===== src/hdl/svm_pkg.sv =====
// ----------------------------------------------------------------------------
// svm_pkg
// Shared opcodes, fault codes, command codes and the control and status
// bundles that pass between the stack machine controller and datapath.
// ----------------------------------------------------------------------------
package svm_pkg;

	// Item commands.
	localparam logic CMD_EXEC    = 1'b0;
	localparam logic CMD_RESTART = 1'b1;

	// Instruction opcodes.
	localparam logic [5:0] OP_IMM   = 6'd0;
	localparam logic [5:0] OP_LEA   = 6'd1;
	localparam logic [5:0] OP_JMP   = 6'd2;
	localparam logic [5:0] OP_JZ    = 6'd3;
	localparam logic [5:0] OP_JNZ   = 6'd4;
	localparam logic [5:0] OP_CALL  = 6'd5;
	localparam logic [5:0] OP_NVAR  = 6'd6;
	localparam logic [5:0] OP_DARG  = 6'd7;
	localparam logic [5:0] OP_RET   = 6'd8;
	localparam logic [5:0] OP_LI    = 6'd9;
	localparam logic [5:0] OP_LC    = 6'd10;
	localparam logic [5:0] OP_SI    = 6'd11;
	localparam logic [5:0] OP_SC    = 6'd12;
	localparam logic [5:0] OP_PUSH  = 6'd13;
	localparam logic [5:0] OP_OR    = 6'd14;
	localparam logic [5:0] OP_XOR   = 6'd15;
	localparam logic [5:0] OP_AND   = 6'd16;
	localparam logic [5:0] OP_EQ    = 6'd17;
	localparam logic [5:0] OP_NE    = 6'd18;
	localparam logic [5:0] OP_LT    = 6'd19;
	localparam logic [5:0] OP_GT    = 6'd20;
	localparam logic [5:0] OP_LE    = 6'd21;
	localparam logic [5:0] OP_GE    = 6'd22;
	localparam logic [5:0] OP_SHL   = 6'd23;
	localparam logic [5:0] OP_SHR   = 6'd24;
	localparam logic [5:0] OP_ADD   = 6'd25;
	localparam logic [5:0] OP_SUB   = 6'd26;
	localparam logic [5:0] OP_MUL   = 6'd27;
	localparam logic [5:0] OP_DIV   = 6'd28;
	localparam logic [5:0] OP_MOD   = 6'd29;
	localparam logic [5:0] OP_HOST_FIRST = 6'd30;
	localparam logic [5:0] OP_HOST_LAST  = 6'd37;
	localparam logic [5:0] OP_EXIT  = 6'd38;

	// Fault codes.
	localparam logic [2:0] FLT_NONE   = 3'd0;
	localparam logic [2:0] FLT_OPCODE = 3'd1;
	localparam logic [2:0] FLT_ADDR   = 3'd2;
	localparam logic [2:0] FLT_DIV0   = 3'd3;
	localparam logic [2:0] FLT_HOST   = 3'd4;

	// Multiply and divide unit operations.
	typedef enum logic [1:0] {
		UOP_MUL = 2'd0,
		UOP_DIV = 2'd1,
		UOP_MOD = 2'd2
	} svm_uop_t;

	// Commands from the controller to the datapath.
	typedef struct packed {
		logic load_item;
		logic rd_en;
		logic rd_second;
		logic unit_start;
		logic commit;
		logic clr_we;
	} svm_ctl_t;

	// Status from the datapath to the controller.
	typedef struct packed {
		logic need_rdb;
		logic need_unit;
		logic unit_done;
		logic clr_last;
		logic out_free;
	} svm_sts_t;

endpackage


===== src/hdl/svm_ctrl.sv =====
// ----------------------------------------------------------------------------
// svm_ctrl
// Controller of the stack machine: memory clearing after reset, the read
// sequence of each word, the wait on the multiply and divide unit, commit.
// ----------------------------------------------------------------------------
module svm_ctrl (
	input  logic              clk,
	input  logic              arst_n,
	input  logic              in_valid,
	output logic              in_ready,
	input  svm_pkg::svm_sts_t sts,
	output svm_pkg::svm_ctl_t ctl
);

	typedef enum logic [6:0] {
		S_CLR  = 7'b0000001,
		S_IDLE = 7'b0000010,
		S_RDA  = 7'b0000100,
		S_RDB  = 7'b0001000,
		S_EXE  = 7'b0010000,
		S_UNIT = 7'b0100000,
		S_FIN  = 7'b1000000
	} state_t;

	state_t state_q;
	state_t state_d;

	// Next state and command decode.
	always_comb begin
		ctl      = '0;
		state_d  = state_q;
		in_ready = (state_q == S_IDLE);
		case (state_q)
			S_CLR: begin
				ctl.clr_we = 1'b1;
				if (sts.clr_last) state_d = S_IDLE;
			end
			S_IDLE: begin
				if (in_valid) begin
					ctl.load_item = 1'b1;
					state_d = S_RDA;
				end
			end
			S_RDA: begin
				ctl.rd_en = 1'b1;
				state_d = sts.need_rdb ? S_RDB : S_EXE;
			end
			S_RDB: begin
				ctl.rd_en     = 1'b1;
				ctl.rd_second = 1'b1;
				state_d = S_EXE;
			end
			S_EXE: begin
				if (sts.need_unit) begin
					ctl.unit_start = 1'b1;
					state_d = S_UNIT;
				end else if (sts.out_free) begin
					ctl.commit = 1'b1;
					state_d = S_IDLE;
				end
			end
			S_UNIT: begin
				if (sts.unit_done) state_d = S_FIN;
			end
			S_FIN: begin
				if (sts.out_free) begin
					ctl.commit = 1'b1;
					state_d = S_IDLE;
				end
			end
			default: begin
				state_d = S_IDLE;
			end
		endcase
	end

	// State register.
	always_ff @(posedge clk or negedge arst_n) begin
		if (!arst_n) begin
			state_q <= S_CLR;
		end else begin
			state_q <= state_d;
		end
	end

`ifndef SYNTHESIS
	// Only one word is in flight at a time.
	a_one_word: assert property (@(posedge clk) disable iff (!arst_n)
		in_valid && in_ready |=> !in_ready)
		else $error("word accepted while another is in flight");

	// Each word commits once.
	a_single_commit: assert property (@(posedge clk) disable iff (!arst_n)
		ctl.commit |=> !ctl.commit)
		else $error("commit on two consecutive cycles");

	// The unit answers only while it is awaited.
	a_unit_done: assert property (@(posedge clk) disable iff (!arst_n)
		sts.unit_done |-> state_q == S_UNIT)
		else $error("unit finished outside of a wait");
`endif

endmodule


===== config.mk =====
export PLATFORM = sky130hd
export DESIGN_NAME = svm_ctrl
export DESIGN_NICKNAME = d
export VERILOG_FILES = /design/src/hdl/svm_pkg.sv /design/src/hdl/svm_ctrl.sv
export SDC_FILE = /design/constraint.sdc
export NUM_CORES = 1
export LEC_CHECK = 0
export BUFFER_PORTS_ARGS = -buffer_cell sky130_fd_sc_hd__buf_4
export CAP_MARGIN = 20
export CORE_AREA = 4 4 41 43
export DETAILED_ROUTE_END_ITERATION = 12
export DIE_AREA = 0 0 45 47
export GPL_TIMING_DRIVEN = 0
export PLACE_DENSITY = 0.61
export SLEW_MARGIN = 40
export SYNTH_ARGS = -nofsm -noshare
export SYNTH_HDL_FRONTEND = slang
export SYNTH_SLANG_ARGS = --single-unit

===== constraint.sdc =====
create_clock -name clk -period 1.6 [get_ports clk]
set_input_delay 0.08 -clock clk [delete_from_list [all_inputs] [get_ports clk]]
set_output_delay 0.08 -clock clk [all_outputs]
set_load 0.02 [all_outputs]

After elaboration in Yosys (flattened, before gate mapping)

Cells that the tools add are included.

Register bits: 7
Bits of input ports: 8
Output and inout bits: 7
Word-level logic and storage cells: 30

Equality and inequality tests: 10
Multiplexer cells: 17
Reduce and logical (&&, ||, !) cells: 2

Operators with widths:

| operator                                       | count |
|---|---|
| case mux 7 bit (7 select lines)                | 1 |
| two-way mux 7 bit                              | 5 |
| two-way mux 1 bit                              | 9 |
| == test 7 x 1 -> 1 bit (second input constant) | 1 |
| == test 7 x 2 -> 1 bit (second input constant) | 1 |
| == test 7 x 3 -> 1 bit (second input constant) | 1 |
| == test 7 x 4 -> 1 bit (second input constant) | 1 |
| == test 7 x 5 -> 1 bit (second input constant) | 1 |
| == test 7 x 6 -> 1 bit (second input constant) | 1 |
| == test 7 bit (second input constant)          | 1 |
| inequality test 2 bit (second input constant)  | 3 |
| two-way mux 5 bit                              | 1 |
| AND reduction 3 bit                            | 1 |
| case mux 1 bit (2 select lines)                | 1 |
| OR reduction 2 bit                             | 1 |

Logic depth before layout (Yosys ltp)

Gate-level depths: netlist of run 1.

Word-level depth: 3
Depth in mapped cells: 5
Mapped depth without buffers: 4

Worst setup path before layout of run 1

OpenSTA, ideal clock, no wires.

Path kind: reg-to-reg
Start: register state_q[1]
End: register state_q[1]
Data arrival time: 1780 ps
Data required time: 1531 ps
Setup slack: -249 ps
Cell stages (with the launch flop): 5
Buffers on the path: 0
Period minus slack after synthesis: 1849 ps
Cell sequence: dfrtp_1 nor2_1 nand2_1 nor4b_1 a221o_2

Word-level cells in the longest chain between the ends: 3

RTL lines:

| item                                                                             | RTL line       | source |
|---|---|---|
| start: declaration                                                               | svm_ctrl.sv:25 | `state_t state_q;` |
| start signal: assignment                                                         | svm_ctrl.sv:82 | `state_q <= state_d;` |
| == test 7 x 6 -> 1 bit (tied with other cells)                                   | svm_ctrl.sv:33 | `case (state_q)` |
| inequality test 2 bit (no line) or two-way mux 7 bit (tied branches)             | --             |  |
| AND reduction 3 bit (no line) or case mux 7 bit (7 select lines) (tied branches) | --             |  |

Parallel ways exist; a longest one is shown, timed or not.
A chain may end at the register's enable or synchronous reset.

Final worst setup path of run 1

Start: register state_q[6]
End: register state_q[1]

Word-level cells in the longest chain between the ends: 3

RTL lines:

| item                                           | RTL line |
|---|---|
| == test 7 x 6 -> 1 bit (tied with other cells) | svm_ctrl.sv:33 |
| inequality test 2 bit (no line)                | -- |
| AND reduction 3 bit (no line)                  | -- |

Parallel ways exist; a longest one is shown, timed or not.

==> impl_results.rst, run 1 <==
.. list-table::
   :header-rows: 1

   * - Metric
     - Value
   * - Total die area
     - about 2100 um^2
   * - Die boundary height
     - 47 um
   * - TritonCTS Buffers
     - 3
   * - Hold path start
     - sts[0]
   * - # rows
     - 13
   * - Antenna violations before repair
     - 0
   * - Share of the cycle needed by the critical path after routing
     - 104%
   * - Number of max-cap violations
     - 0
   * - Dpl hpwl
     - 881 um
   * - First-pass GRT wire length
     - roughly 2100 um
   * - Worst-case reg-to-reg path depth
     - 4
   * - Final Hold Viols
     - 0
   * - List of cells traversed by the critical path
     - xor2_1 -> o211ai_1 -> a2111o_1 -> a221o_2
   * - Number of standard cells after synthesis
     - a little under 60
   * - Global route total overflow
     - 0
   * - Clock-pin transition on the worst setup and hold timing paths
     - around 0.070 ns
   * - Violated checks
     - setup timing
   * - Proportion of synthesized chip area in sequential cells
     - 36.5%
   * - Endpoint with the worst hold slack
     - state_q[4]$_DFFE_PN0P_
   * - Mapped Avg Cell Area
     - between 8 and 9 um^2
   * - Setup repair after global routing missed its margin
     - yes
   * - Ratio of total power to cell area
     - between 1000 and 1500 nW/um^2
   * - Pin count of the biggest net entering global routing
     - 9
   * - Sinks on Clock Net
     - 7
   * - Post-layout nets
     - 92
   * - Data arrival time at the worst-slack endpoint
     - 1.82 ns
   * - Number of flip-flops under the largest register name
     - 7
   * - Class of the most critical setup path
     - reg2reg
   * - Top flop regs
     - state_q: 7 flops
   * - Final non-filler cell total
     - 98
   * - Final setup violation count
     - 2
   * - Start of the worst register-to-register path
     - state_q[6]$_DFFE_PN0P_
   * - Wirelength, routed
     - 1300 um
   * - Violation count after the first detailed-routing iteration
     - 11
   * - Crit path capture type
     - flop
   * - Yosys Warn Count
     - 0
   * - Core Region
     - 1300 um^2
   * - Maximum clock rate
     - 599 MHz
   * - Worst vdd ir
     - 666 uV
   * - CTS Buffer Depth
     - 2
   * - Via/cell ratio
     - ~5.3
   * - Count of boundary I/O pins
     - 15
   * - Timing startpoint of the critical path
     - state_q[6]$_DFFE_PN0P_
   * - Yosys cell types
     - 24
   * - Largest reg by FF count
     - state_q
   * - Antenna Cells
     - 0
   * - Total placed cells including tap cells
     - 88
   * - Total vias in the final route
     - 520
   * - Synthesized Nets
     - 67
   * - Worst setup margin
     - -0.0695 ns
   * - Synth-to-layout area growth
     - 53.6%
   * - Fraction of final layout cells with drive strength greater than 1
     - between 40% and 50%
   * - Routed WL per cell
     - 13.3 um
   * - Top cell type's share of synthesized area
     - 31.1%
   * - Leakage component of the power
     - 0.336 nW
   * - Flop-to-flop setup slack
     - -0.07 ns
   * - Run status
     - complete, but fails checks
   * - Post-synthesis instance area
     - roughly 480 um^2
   * - PnR Total Power
     - roughly 1.1 mW
   * - Post-route clock skew
     - roughly 0.014 ns
   * - Overall fraction of global-route tracks in use
     - around 14%
   * - Critical Path Max Stage Delay
     - 0.46 ns
   * - H-tree level count
     - 1
   * - Worst slew slack as a fraction of its limit
     - 83.0%
   * - Via count of the first global-routing pass
     - 491
   * - Die W
     - 45 um
   * - CP max stage cell
     - sky130_fd_sc_hd__dfrtp_2
   * - Crit Path Max Fanout
     - 6
   * - Data required time of the critical path
     - 1.75 ns
   * - Detailed-router iteration count before antenna repair
     - 4
   * - Buffer type at the clock tree root
     - sky130_fd_sc_hd__clkbuf_4
   * - Gp weighted congestion
     - 0.836
   * - Terminus of the critical flop-to-flop path
     - state_q[1]$_DFFE_PN0P_
   * - Actual slew at the worst max-slew pin
     - between 0.2 and 0.25 ns
   * - Total negative setup slack
     - -0.110 ns
   * - Max-slew violation count
     - 0
   * - Sort of element at the start of the critical path
     - flop
   * - Port Buffers
     - 14
   * - Clock latency of the later-clocked register in the worst-skew pair
     - 0.26 ns
   * - Minimum clock period after layout
     - 1.67 ns
   * - Remaining antenna violation count after routing
     - 0
   * - TritonCTS clock tree
     - yes
   * - Cell taking the most area after synthesis
     - sky130_fd_sc_hd__dfrtp_1
   * - Cell types with the largest area share after synthesis
     - sky130_fd_sc_hd__dfrtp_1 31%, sky130_fd_sc_hd__nor2_1 7.0%, sky130_fd_sc_hd__dfstp_2 5.4%
   * - Type of the worst min-delay path
     - in2reg
   * - Number of cells on the worst hold path
     - 2
   * - Placement-stage worst setup slack
     - -0.153 ns
   * - FF+latch count, synth
     - 7
   * - Fillcell total
     - 125
   * - Initial standard-cell utilization of the core
     - 37.1%
   * - DR DRC count
     - 0
[cell usage after synthesis, drive strengths merged]
library cell  n
nor2b         2
o211ai        1
o21ai         1
mux2i         1
nor3b         2
nor3          5
nor2          9
nand3         3
a2111o        1
inv           5
buf           1
dfrtp         6
a21oi         4
dfstp         1
o21a          2
a2111oi       1
nand2b        3
nor4b         1
nor4          2
a221o         1
xor2          2
o32ai         1
nand2         4
[what timing repair did]
item                       in CTS  in global routing
setup endpoints to repair       6                  6
pin swaps                       3                  2
hold endpoints to repair        8                  0
buffers inserted                4                  0
gates cloned                    0                  0
hold buffers                    2                  0
resized for setup               7                  7
[power by group]
part / internal (mW) / switching, mW
sequential: 0.219 / 0.0725
clock: 0.0918 / 0.0766
combinational: 0.290 / 0.341
[critical path, delay by kind of cell, from the launching register on]
kind	cells	cell delay [ns]
AOI/OAI and AO/OA	3	0.89
DFF	1	0.46
xor gates and xnor gates	1	0.21
[logic make-up (layout without fill, tap and decap cells)]
kind of cell              count (synthesis)  count (layout)  synth area share, %
xor gates and xnor gates                  2               2                 3.63
buffers and inverters                     6              30                 4.92
and+or+nand+nor                          31              31                 33.4
DFF                                       7               7                 36.5
muxes                                     1               1                 2.07
AOI/OAI and AO/OA                        12              12                 19.4
[cells in the final DEF (no fill, tap or decap), types with 2 or more instances in the layout]
master	synthesis	final
sky130_fd_sc_hd__xor2_1	2	2
sky130_fd_sc_hd__dlygate4sd3_1	0	2
sky130_fd_sc_hd__nand3_1	3	3
sky130_fd_sc_hd__buf_4	0	18
sky130_fd_sc_hd__nor2_1	9	7
sky130_fd_sc_hd__a21oi_1	4	4
sky130_fd_sc_hd__nand2b_1	3	3
sky130_fd_sc_hd__nor3_1	4	3
sky130_fd_sc_hd__nand2_2	0	2
sky130_fd_sc_hd__dfrtp_2	0	4
sky130_fd_sc_hd__clkbuf_4	0	3
sky130_fd_sc_hd__nand2_1	4	2
sky130_fd_sc_hd__nor2b_1	2	2
sky130_fd_sc_hd__inv_1	5	5
sky130_fd_sc_hd__o21a_1	2	2
sky130_fd_sc_hd__dfrtp_1	6	2
[final cells by class]
class	instances	area (um^2)	area share, %
Timing Repair Buffer	20	155	20.9
Clock inverter	1	5.00	0.675
Sequential cell	7	181	24.5
Multi-Input combinational cell	46	335	45.2
Tap cell	15	18.8	2.53
Buffer	1	5.00	0.675
Inverter	5	18.8	2.53
Clock buffer	3	22.5	3.04
[how the worst max path moves through the flow]
stage	endpoint	slack [ns]	cells after the start
global placement	state_q[6]$_DFFE_PN0P_	-0.14	4
detailed placement	state_q[6]$_DFFE_PN0P_	-0.15	4
floorplan	state_q[1]$_DFFE_PN0P_	-0.11	4
finish	state_q[1]$_DFFE_PN0P_	-0.07	4
CTS	state_q[1]$_DFFE_PN0P_	-0.04	4
global route	state_q[1]$_DFFE_PN0P_	-0.12	4
[per-layer routing]
metal / GRT usage, % / wire length, um / up-vias
li1: - / - / 262
met3: 4.60 / 106 / 10
met2: 21.2 / 560 / 29
met1: 17.5 / 584 / 219
met5: 0 / 0 / -
met4: 10.5 / 48 / 0
[per-stage QoR]
step	util [%]	hold slack (ns)	instance area, um^2
2_1_floorplan	-	-0.216	494
3_3_place_gp	47.5	-0.0988	618
3_5_place_dp	47.5	-0.101	618
4_1_cts	55.5	0.0305	722
5_1_grt	57.0	0.0363	742
6_report	57.0	0.0221	742
Power figures use the tool's default switching activity.
==> run 2, diff against run 1 <==
--- a/config.mk
+++ b/config.mk
@@ -11,6 +11,7 @@
 export DETAILED_ROUTE_END_ITERATION = 12
 export DIE_AREA = 0 0 45 47
 export GPL_TIMING_DRIVEN = 0
+export HOLD_SLACK_MARGIN = 0.06
 export PLACE_DENSITY = 0.61
 export SLEW_MARGIN = 40
 export SYNTH_ARGS = -nofsm -noshare
==> run 2 against run 1 <==
  * The run still ends with setup timing left
  * Sequential power about the same
  * Via count up 1.3%
  * Final cell count up 3.1%
  * Fmax decreased by 1.2%
  * Clock-buffer cell count unchanged
  * First-iteration DRC count is the same
  * Clock skew about the same
  * Highest routed layer unchanged
==> impl_results.rst, run 2 (synthesis gave the netlist of run 1 again) <==
.. list-table::
   :header-rows: 1

   * - Metric
     - Value
   * - Run status
     - complete, but fails checks
   * - Violated checks
     - setup timing
   * - Minimum clock period after layout
     - 1.69 ns (+0.0201 ns)
   * - Maximum clock rate
     - 592 MHz (-1.2%)
   * - Type of the worst min-delay path
     - in2reg
   * - Total placed cells including tap cells
     - 88 (unchanged)
   * - PnR Total Power
     - 1.10 mW (+0.77%)
   * - Clock latency of the later-clocked register in the worst-skew pair
     - 0.26 ns (about the same)
   * - Worst vdd ir
     - 671 uV (+0.82%)
   * - Worst setup margin
     - -0.0895 ns (-0.0201 ns)
   * - Dpl hpwl
     - 881 um (unchanged)
   * - Number of flip-flops under the largest register name
     - 7 (unchanged)
   * - TritonCTS clock tree
     - yes
   * - Port Buffers
     - 14 (unchanged)
   * - H-tree level count
     - 1 (unchanged)
   * - Total die area
     - 2120 um^2 (unchanged)
   * - Register area
     - 181 um^2 (unchanged)
   * - Data required time of the critical path
     - 1.74 ns (about the same)
   * - Count of boundary I/O pins
     - 15 (unchanged)
   * - # rows
     - 13 (unchanged)
   * - Gp weighted congestion
     - 0.836 (unchanged)
   * - Sinks on Clock Net
     - 7 (unchanged)
   * - Synth-to-layout area growth
     - 59.8%
   * - List of cells traversed by the critical path
     - xor2_1 -> o211ai_1 -> a2111o_1 -> a221o_2
   * - Data arrival time at the worst-slack endpoint
     - 1.83 ns (about the same)
   * - Final Hold Viols
     - 0 (unchanged)
   * - Top flop regs
     - state_q: 7 flops
   * - Total vias in the final route
     - 527 (+1.3%)
   * - Highest-count cells in the layout ignoring fill and taps
     - 18 x sky130_fd_sc_hd__buf_4, 7 x sky130_fd_sc_hd__nor2_1, 5 x sky130_fd_sc_hd__inv_1, 5 x sky130_fd_sc_hd__dlygate4sd3_1
   * - Pin count of the biggest net entering global routing
     - 9 (unchanged)
   * - Final non-filler cell total
     - 101 (+3.1%)
   * - Remaining antenna violation count after routing
     - 0 (unchanged)
   * - Post-route clock skew
     - 0.0139 ns (+0.000324 ns)
   * - Detailed-router iteration count before antenna repair
     - 4 (unchanged)
   * - Die boundary height
     - 47 um (unchanged)
   * - Via count of the first global-routing pass
     - 500 (+1.8%)
   * - Global route total overflow
     - 0 (unchanged)
   * - Placement-stage worst setup slack
     - -0.153 ns (unchanged)
   * - Die W
     - 45 um (unchanged)
   * - Area of combinational cells with multiple inputs
     - 335 um^2 (unchanged)
   * - Antenna violations before repair
     - 0 (unchanged)
   * - Total negative setup slack
     - -0.151 ns (-0.0416 ns)
   * - Final setup violation count
     - 3 (+1)
   * - Share of the cycle needed by the critical path after routing
     - 106% (+1.3 points)
   * - Sort of element at the start of the critical path
     - flop
   * - Leakage component of the power
     - 0.349 nW (+3.7%)
   * - Crit path capture type
     - flop
   * - Antenna Cells
     - 0 (unchanged)
   * - Class of the most critical setup path
     - reg2reg
   * - Setup repair after global routing missed its margin
     - yes
   * - CTS Buffer Depth
     - 2 (unchanged)
   * - Kind of cell with the highest combined delay on the critical path
     - compound AO/OA/AOI/OAI gates
   * - First-pass GRT wire length
     - 2240 um (+5.9%)
   * - Buffer type at the clock tree root
     - sky130_fd_sc_hd__clkbuf_4
   * - TritonCTS Buffers
     - 3 (unchanged)
   * - Commonest non-fill, non-tap cell in the layout
     - sky130_fd_sc_hd__buf_4
   * - Initial standard-cell utilization of the core
     - 37.1% (unchanged)
   * - Routed WL per cell
     - 13.6 um (+2.3%)
   * - Actual slew at the worst max-slew pin
     - 0.260 ns (+0.0120 ns)
   * - Core Region
     - 1300 um^2 (unchanged)
   * - Max-slew violation count
     - 0 (unchanged)
   * - Critical Path Max Stage Delay
     - 0.46 ns (about the same)
   * - Crit Path Max Fanout
     - 6 (unchanged)
   * - Post-layout nets
     - 95 (+3.3%)
   * - Via/cell ratio
     - 5.22 (-1.7%)
   * - Violation count after the first detailed-routing iteration
     - 11 (unchanged)
   * - Clock-pin transition on the worst setup and hold timing paths
     - 0.07 ns (about the same)
   * - Fraction of final layout cells with drive strength greater than 1
     - 45.3% (-1.6 points)
   * - CP max stage cell
     - sky130_fd_sc_hd__dfrtp_2
   * - Number of buffer and inverter stages on the critical path
     - 0 (unchanged)
   * - DR DRC count
     - 0 (unchanged)
   * - Largest reg by FF count
     - state_q
   * - Ratio of total power to cell area
     - 1420 nW/um^2 (-3.1%)
   * - Overall fraction of global-route tracks in use
     - 15.2% (+0.79 points)
   * - Worst slew slack as a fraction of its limit
     - 82.2% (-0.83 points)
   * - Number of max-cap violations
     - 0 (unchanged)
   * - Fillcell total
     - 121 (-3.2%)
   * - Wirelength, routed
     - 1370 um (+5.4%)
   * - Hold Slack
     - 0.128 ns (+0.106 ns)
## run 2: changes by cell type in the layout (fill, tap and decap cells not counted)
cell                            previous run  this run
sky130_fd_sc_hd__dlygate4sd3_1             2         5
## run 2: layout make-up
cell class	count	share of cell area, %
inverters	5	2.43
multi-input cells	46	43.4
flip-flops and latches	7	23.5
clock buffers	3	2.92
plain buffers	1	0.648
repair buffers	23	24.0
well taps	15	2.43
clock inverters	1	0.648
## run 2: final timing paths
check                                  startpoint                      to  slack [ns]  cells after the start
max in group asynchronous                  arst_n  state_q[0]$_DFFE_PN1P_        1.21                      2
setup reg to reg           state_q[6]$_DFFE_PN0P_  state_q[1]$_DFFE_PN0P_       -0.09                      4
min in group asynchronous                  arst_n  state_q[2]$_DFFE_PN0P_        0.17                      2
hold / removal                           in_valid  state_q[2]$_DFFE_PN0P_        0.13                      3
hold reg to reg            state_q[1]$_DFFE_PN0P_  state_q[0]$_DFFE_PN1P_        0.67                      2
setup / recovery           state_q[6]$_DFFE_PN0P_  state_q[1]$_DFFE_PN0P_       -0.09                      4
## run 2: power by group
group	total (mW)	internal [mW]	switching, mW	leakage (nW)
Clock	0.166	0.0917	0.0746	0.0177
Combinational	0.641	0.295	0.346	0.246
Sequential	0.292	0.219	0.0729	0.0847
Total	1.10	0.606	0.494	0.349
## run 2: timing repair
item / CTS / global route
gates resized for setup: 7 / 7
endpoints found under the setup margin: 6 / 7
hold endpoints to repair: 10 / 0
hold buffers: 5 / 0
setup buffers: 4 / 0
pin swaps: 3 / 2
## run 2: metal layers
metal  track usage [%]  up-vias  part of all wire [%]
li1                  -      268                     -
met1              18.4      228                    43
met2              22.9       27                    47
met3              4.60        4                   8.0
met4              10.5        0                   2.0
met5                 0        -                     0
## run 2: metrics by stage
stage               instance area, um^2  util [%]
global placement                    618      47.5
finish                              772      59.3
floorplan                           494         -
global route                        772      59.3
CTS                                 752      57.8
detailed placement                  618      47.5
## run 2: worst reg2reg max path, cell delays in order (launching register included)
cell                       delay, ns
sky130_fd_sc_hd__dfrtp_2        0.46
sky130_fd_sc_hd__xor2_1         0.21
sky130_fd_sc_hd__o211ai_1       0.13
sky130_fd_sc_hd__a2111o_1       0.43
sky130_fd_sc_hd__a221o_2        0.35
==> run 3, diff against run 2 <==
--- a/config.mk
+++ b/config.mk
@@ -12,7 +12,7 @@
 export DIE_AREA = 0 0 45 47
 export GPL_TIMING_DRIVEN = 0
 export HOLD_SLACK_MARGIN = 0.06
-export PLACE_DENSITY = 0.61
+export PLACE_DENSITY = 0.59
 export SLEW_MARGIN = 40
 export SYNTH_ARGS = -nofsm -noshare
 export SYNTH_HDL_FRONTEND = slang
==> constraint.sdc (replaced) <==
create_clock -name clk -period 1.8 [get_ports clk]
set_input_delay 0.09 -clock clk [delete_from_list [all_inputs] [get_ports clk]]
set_output_delay 0.09 -clock clk [all_outputs]
set_load 0.02 [all_outputs]
==> run 3 against run 2 <==
  * The run now ends clean
  * Clock-buffer cell count is 1 higher
  * Global-route usage is 2.3 points lower
  * Sequential share of layout area is 1.2 points higher
  * Routed wire length is 11% lower
  * Core utilization is 3.2 points lower
  * Die area stayed put
  * Final cell count is 4.0% lower
  * Clock skew is 0.0088 ns lower
  * Clock power is 12% lower
  * Final area is 5.3% lower
  * Hold slack worse by 0.063 ns
  * Largest power group unchanged
==> impl_results.rst, run 3 (synthesis gave the netlist of run 1 again) <==
.. list-table::
   :header-rows: 1

   * - Metric
     - Value
   * - Total length of routed met3 wires
     - 60 um (-45%)
   * - Actual slew at the worst max-slew pin
     - 0.339 ns (+0.0795 ns)
   * - Maximum clock rate
     - 585 MHz
   * - Largest reg by FF count
     - state_q
   * - Number of max-cap violations
     - 0 (unchanged)
   * - Data required time of the critical path
     - 1.71 ns (-0.03 ns)
   * - CP max stage cell
     - sky130_fd_sc_hd__dfrtp_2
   * - Start of the worst register-to-register path
     - state_q[6]$_DFFE_PN0P_
   * - First-pass GRT wire length
     - 1940 um (-14%)
   * - Number of flip-flops under the largest register name
     - 7 (unchanged)
   * - Class of the most critical setup path
     - reg2out
   * - Ratio of total power to cell area
     - 1270 nW/um^2 (-11%)
   * - Synth-to-layout area growth
     - 51.3%
   * - Kind of cell with the highest combined delay on the critical path
     - simple AND/OR/NAND/NOR gates
   * - Detailed-router iteration count before antenna repair
     - 4 (unchanged)
   * - Total vias in the final route
     - 517 (-1.9%)
   * - Top flop regs
     - state_q: 7 flops
   * - Final Hold Viols
     - 0 (unchanged)
   * - Buffer type at the clock tree root
     - sky130_fd_sc_hd__clkbuf_4
   * - TritonCTS Buffers
     - 3 (unchanged)
   * - Commonest non-fill, non-tap cell in the layout
     - sky130_fd_sc_hd__buf_4
   * - Port Buffers
     - 14 (unchanged)
   * - Initial standard-cell utilization of the core
     - 37.1% (unchanged)
   * - Worst vdd ir
     - 559 uV (-17%)
   * - Post-route clock skew
     - 0.00511 ns (-0.00881 ns)
   * - Timing startpoint of the critical path
     - state_q[3]$_DFFE_PN0P_
   * - Critical Path Max Stage Delay
     - 0.46 ns (about the same)
   * - Clock latency of the later-clocked register in the worst-skew pair
     - 0.26 ns (about the same)
   * - Sort of element at the start of the critical path
     - flop
   * - Antenna Cells
     - 0 (unchanged)
   * - Data arrival time at the worst-slack endpoint
     - 1.62 ns (-0.21 ns)
   * - Run status
     - completed
   * - Global route total overflow
     - 0 (unchanged)
   * - DR DRC count
     - 0 (unchanged)
   * - Leakage component of the power
     - 0.327 nW (-6.3%)
   * - Total cell area at the placement stage
     - 613 um^2 (-0.81%)
   * - CTS Buffer Depth
     - 2 (unchanged)
   * - Placement-stage worst setup slack
     - 0.0316 ns (+0.185 ns)
   * - Number of buffer and inverter stages on the critical path
     - 1 (+1)
   * - Max layer used
     - met4
   * - Post-route met1 wirelength
     - 573 um (-3.0%)
   * - Post-layout nets
     - 91 (-4.2%)
   * - Final setup violation count
     - 0 (-3)
   * - Crit Path Max Fanout
     - 6 (unchanged)
   * - Remaining antenna violation count after routing
     - 0 (unchanged)
   * - Gp weighted congestion
     - 0.776 (-7.3%)
   * - Violation count after the first detailed-routing iteration
     - 14 (+3)
   * - Hold Slack
     - 0.0648 ns (-0.0628 ns)
   * - Highest-count cells in the layout ignoring fill and taps
     - 15 x sky130_fd_sc_hd__buf_4, 8 x sky130_fd_sc_hd__nor2_1, 5 x sky130_fd_sc_hd__inv_1
   * - Fraction of final layout cells with drive strength greater than 1
     - 35.4% (-10 points)
   * - Worst slew slack as a fraction of its limit
     - 77.2% (-5.0 points)
   * - Routed WL per cell
     - 12.5 um (-7.5%)
   * - Total die area
     - 2120 um^2 (unchanged)
   * - Die boundary height
     - 47 um (unchanged)
   * - Max-slew violation count
     - 0 (unchanged)
   * - H-tree level count
     - 1 (unchanged)
   * - Via/cell ratio
     - 5.33 (+2.1%)
   * - Hold path start
     - sts[4]
   * - Via count of the first global-routing pass
     - 460 (-8.0%)
   * - Type of the worst min-delay path
     - in2reg
   * - Count of boundary I/O pins
     - 15 (unchanged)
   * - TritonCTS clock tree
     - yes
   * - # rows
     - 13 (unchanged)
   * - Overall fraction of global-route tracks in use
     - 12.9% (-2.3 points)
   * - Total placed cells including tap cells
     - 88 (unchanged)
   * - Antenna violations before repair
     - 0 (unchanged)
   * - Die W
     - 45 um (unchanged)
   * - Final standard cell area without fillers
     - 731 um^2 (-5.3%)
   * - Crit path capture type
     - output port
   * - Minimum clock period after layout
     - 1.71 ns
   * - Worst setup margin
     - 0.0892 ns (+0.179 ns)
   * - Clock-pin transition on the worst setup and hold timing paths
     - 0.06 ns (about the same)
   * - Met2 WL post-DR
     - 549 um (-14%)
   * - Pin count of the biggest net entering global routing
     - 9 (unchanged)
   * - Total negative setup slack
     - 0 ns (+0.151 ns)
   * - Wirelength, routed
     - 1220 um (-11%)
   * - Final non-filler cell total
     - 97 (-4.0%)
   * - Sinks on Clock Net
     - 7 (unchanged)
   * - Share of the cycle needed by the critical path after routing
     - between 90% and 100%
   * - Dpl hpwl
     - 869 um (-1.4%)
   * - Core Region
     - 1300 um^2 (unchanged)
   * - List of cells traversed by the critical path
     - nor3_4 -> nand2_1 -> nor3_1 -> buf_4
==> run 3: timing repair <==
item                       in CTS  in global routing
hold buffers                    4                  0
setup endpoints to repair       1                  6
resized for setup               1                  8
buffers inserted                0                  1
pin swaps                       0                  1
hold endpoints to repair        9                  0
==> run 3: per-layer routing <==
layer,track usage (%),up-vias
met5,0,-
met4,10.5,0
met3,2.30,4
met2,18.4,11
met1,17.0,244
li1,-,258
==> run 3: final timing paths <==
kind | to | slack (ns) | depth (start not counted)
min in group asynchronous | state_q[2]$_DFFE_PN0P_ | 0.18 | 2
max in group asynchronous | state_q[0]$_DFFE_PN1P_ | 1.41 | 2
max reg2reg | state_q[6]$_DFFE_PN0P_ | 0.10 | 4
min | state_q[3]$_DFFE_PN0P_ | 0.06 | 3
min reg2reg | state_q[3]$_DFFE_PN0P_ | 0.68 | 2
max | in_ready | 0.09 | 4
==> run 3: layout make-up <==
cell class | instances | area [um^2]
Fill cell | 124 | 571
Multi-Input combinational cell | 46 | 329
Sequential cell | 7 | 180
Timing Repair Buffer | 19 | 153
Clock buffer | 4 | 26.3
Inverter | 5 | 18.8
Tap cell | 15 | 18.8
Buffer | 1 | 5.00
==> run 3: metrics by stage <==
step                utilization (%)  power (mW)
finish                         56.2       0.931
CTS                            52.7       0.859
global placement               47.1       0.689
global route                   56.2       0.995
floorplan                         -       0.557
detailed placement             47.1       0.691
==> run 3: where the power goes <==
group | internal, mW | switching (mW) | leakage, nW
registers | 0.192 | 0.0680 | 0.0856
logic | 0.235 | 0.290 | 0.226
clock network | 0.0848 | 0.0613 | 0.0150
total | 0.512 | 0.419 | 0.327
==> run 3: worst register-to-register path: cells and delay by family (launching register included) <==
family / cells / cell delay, ns
flops: 1 / 0.45
compound gates: 4 / 1.13
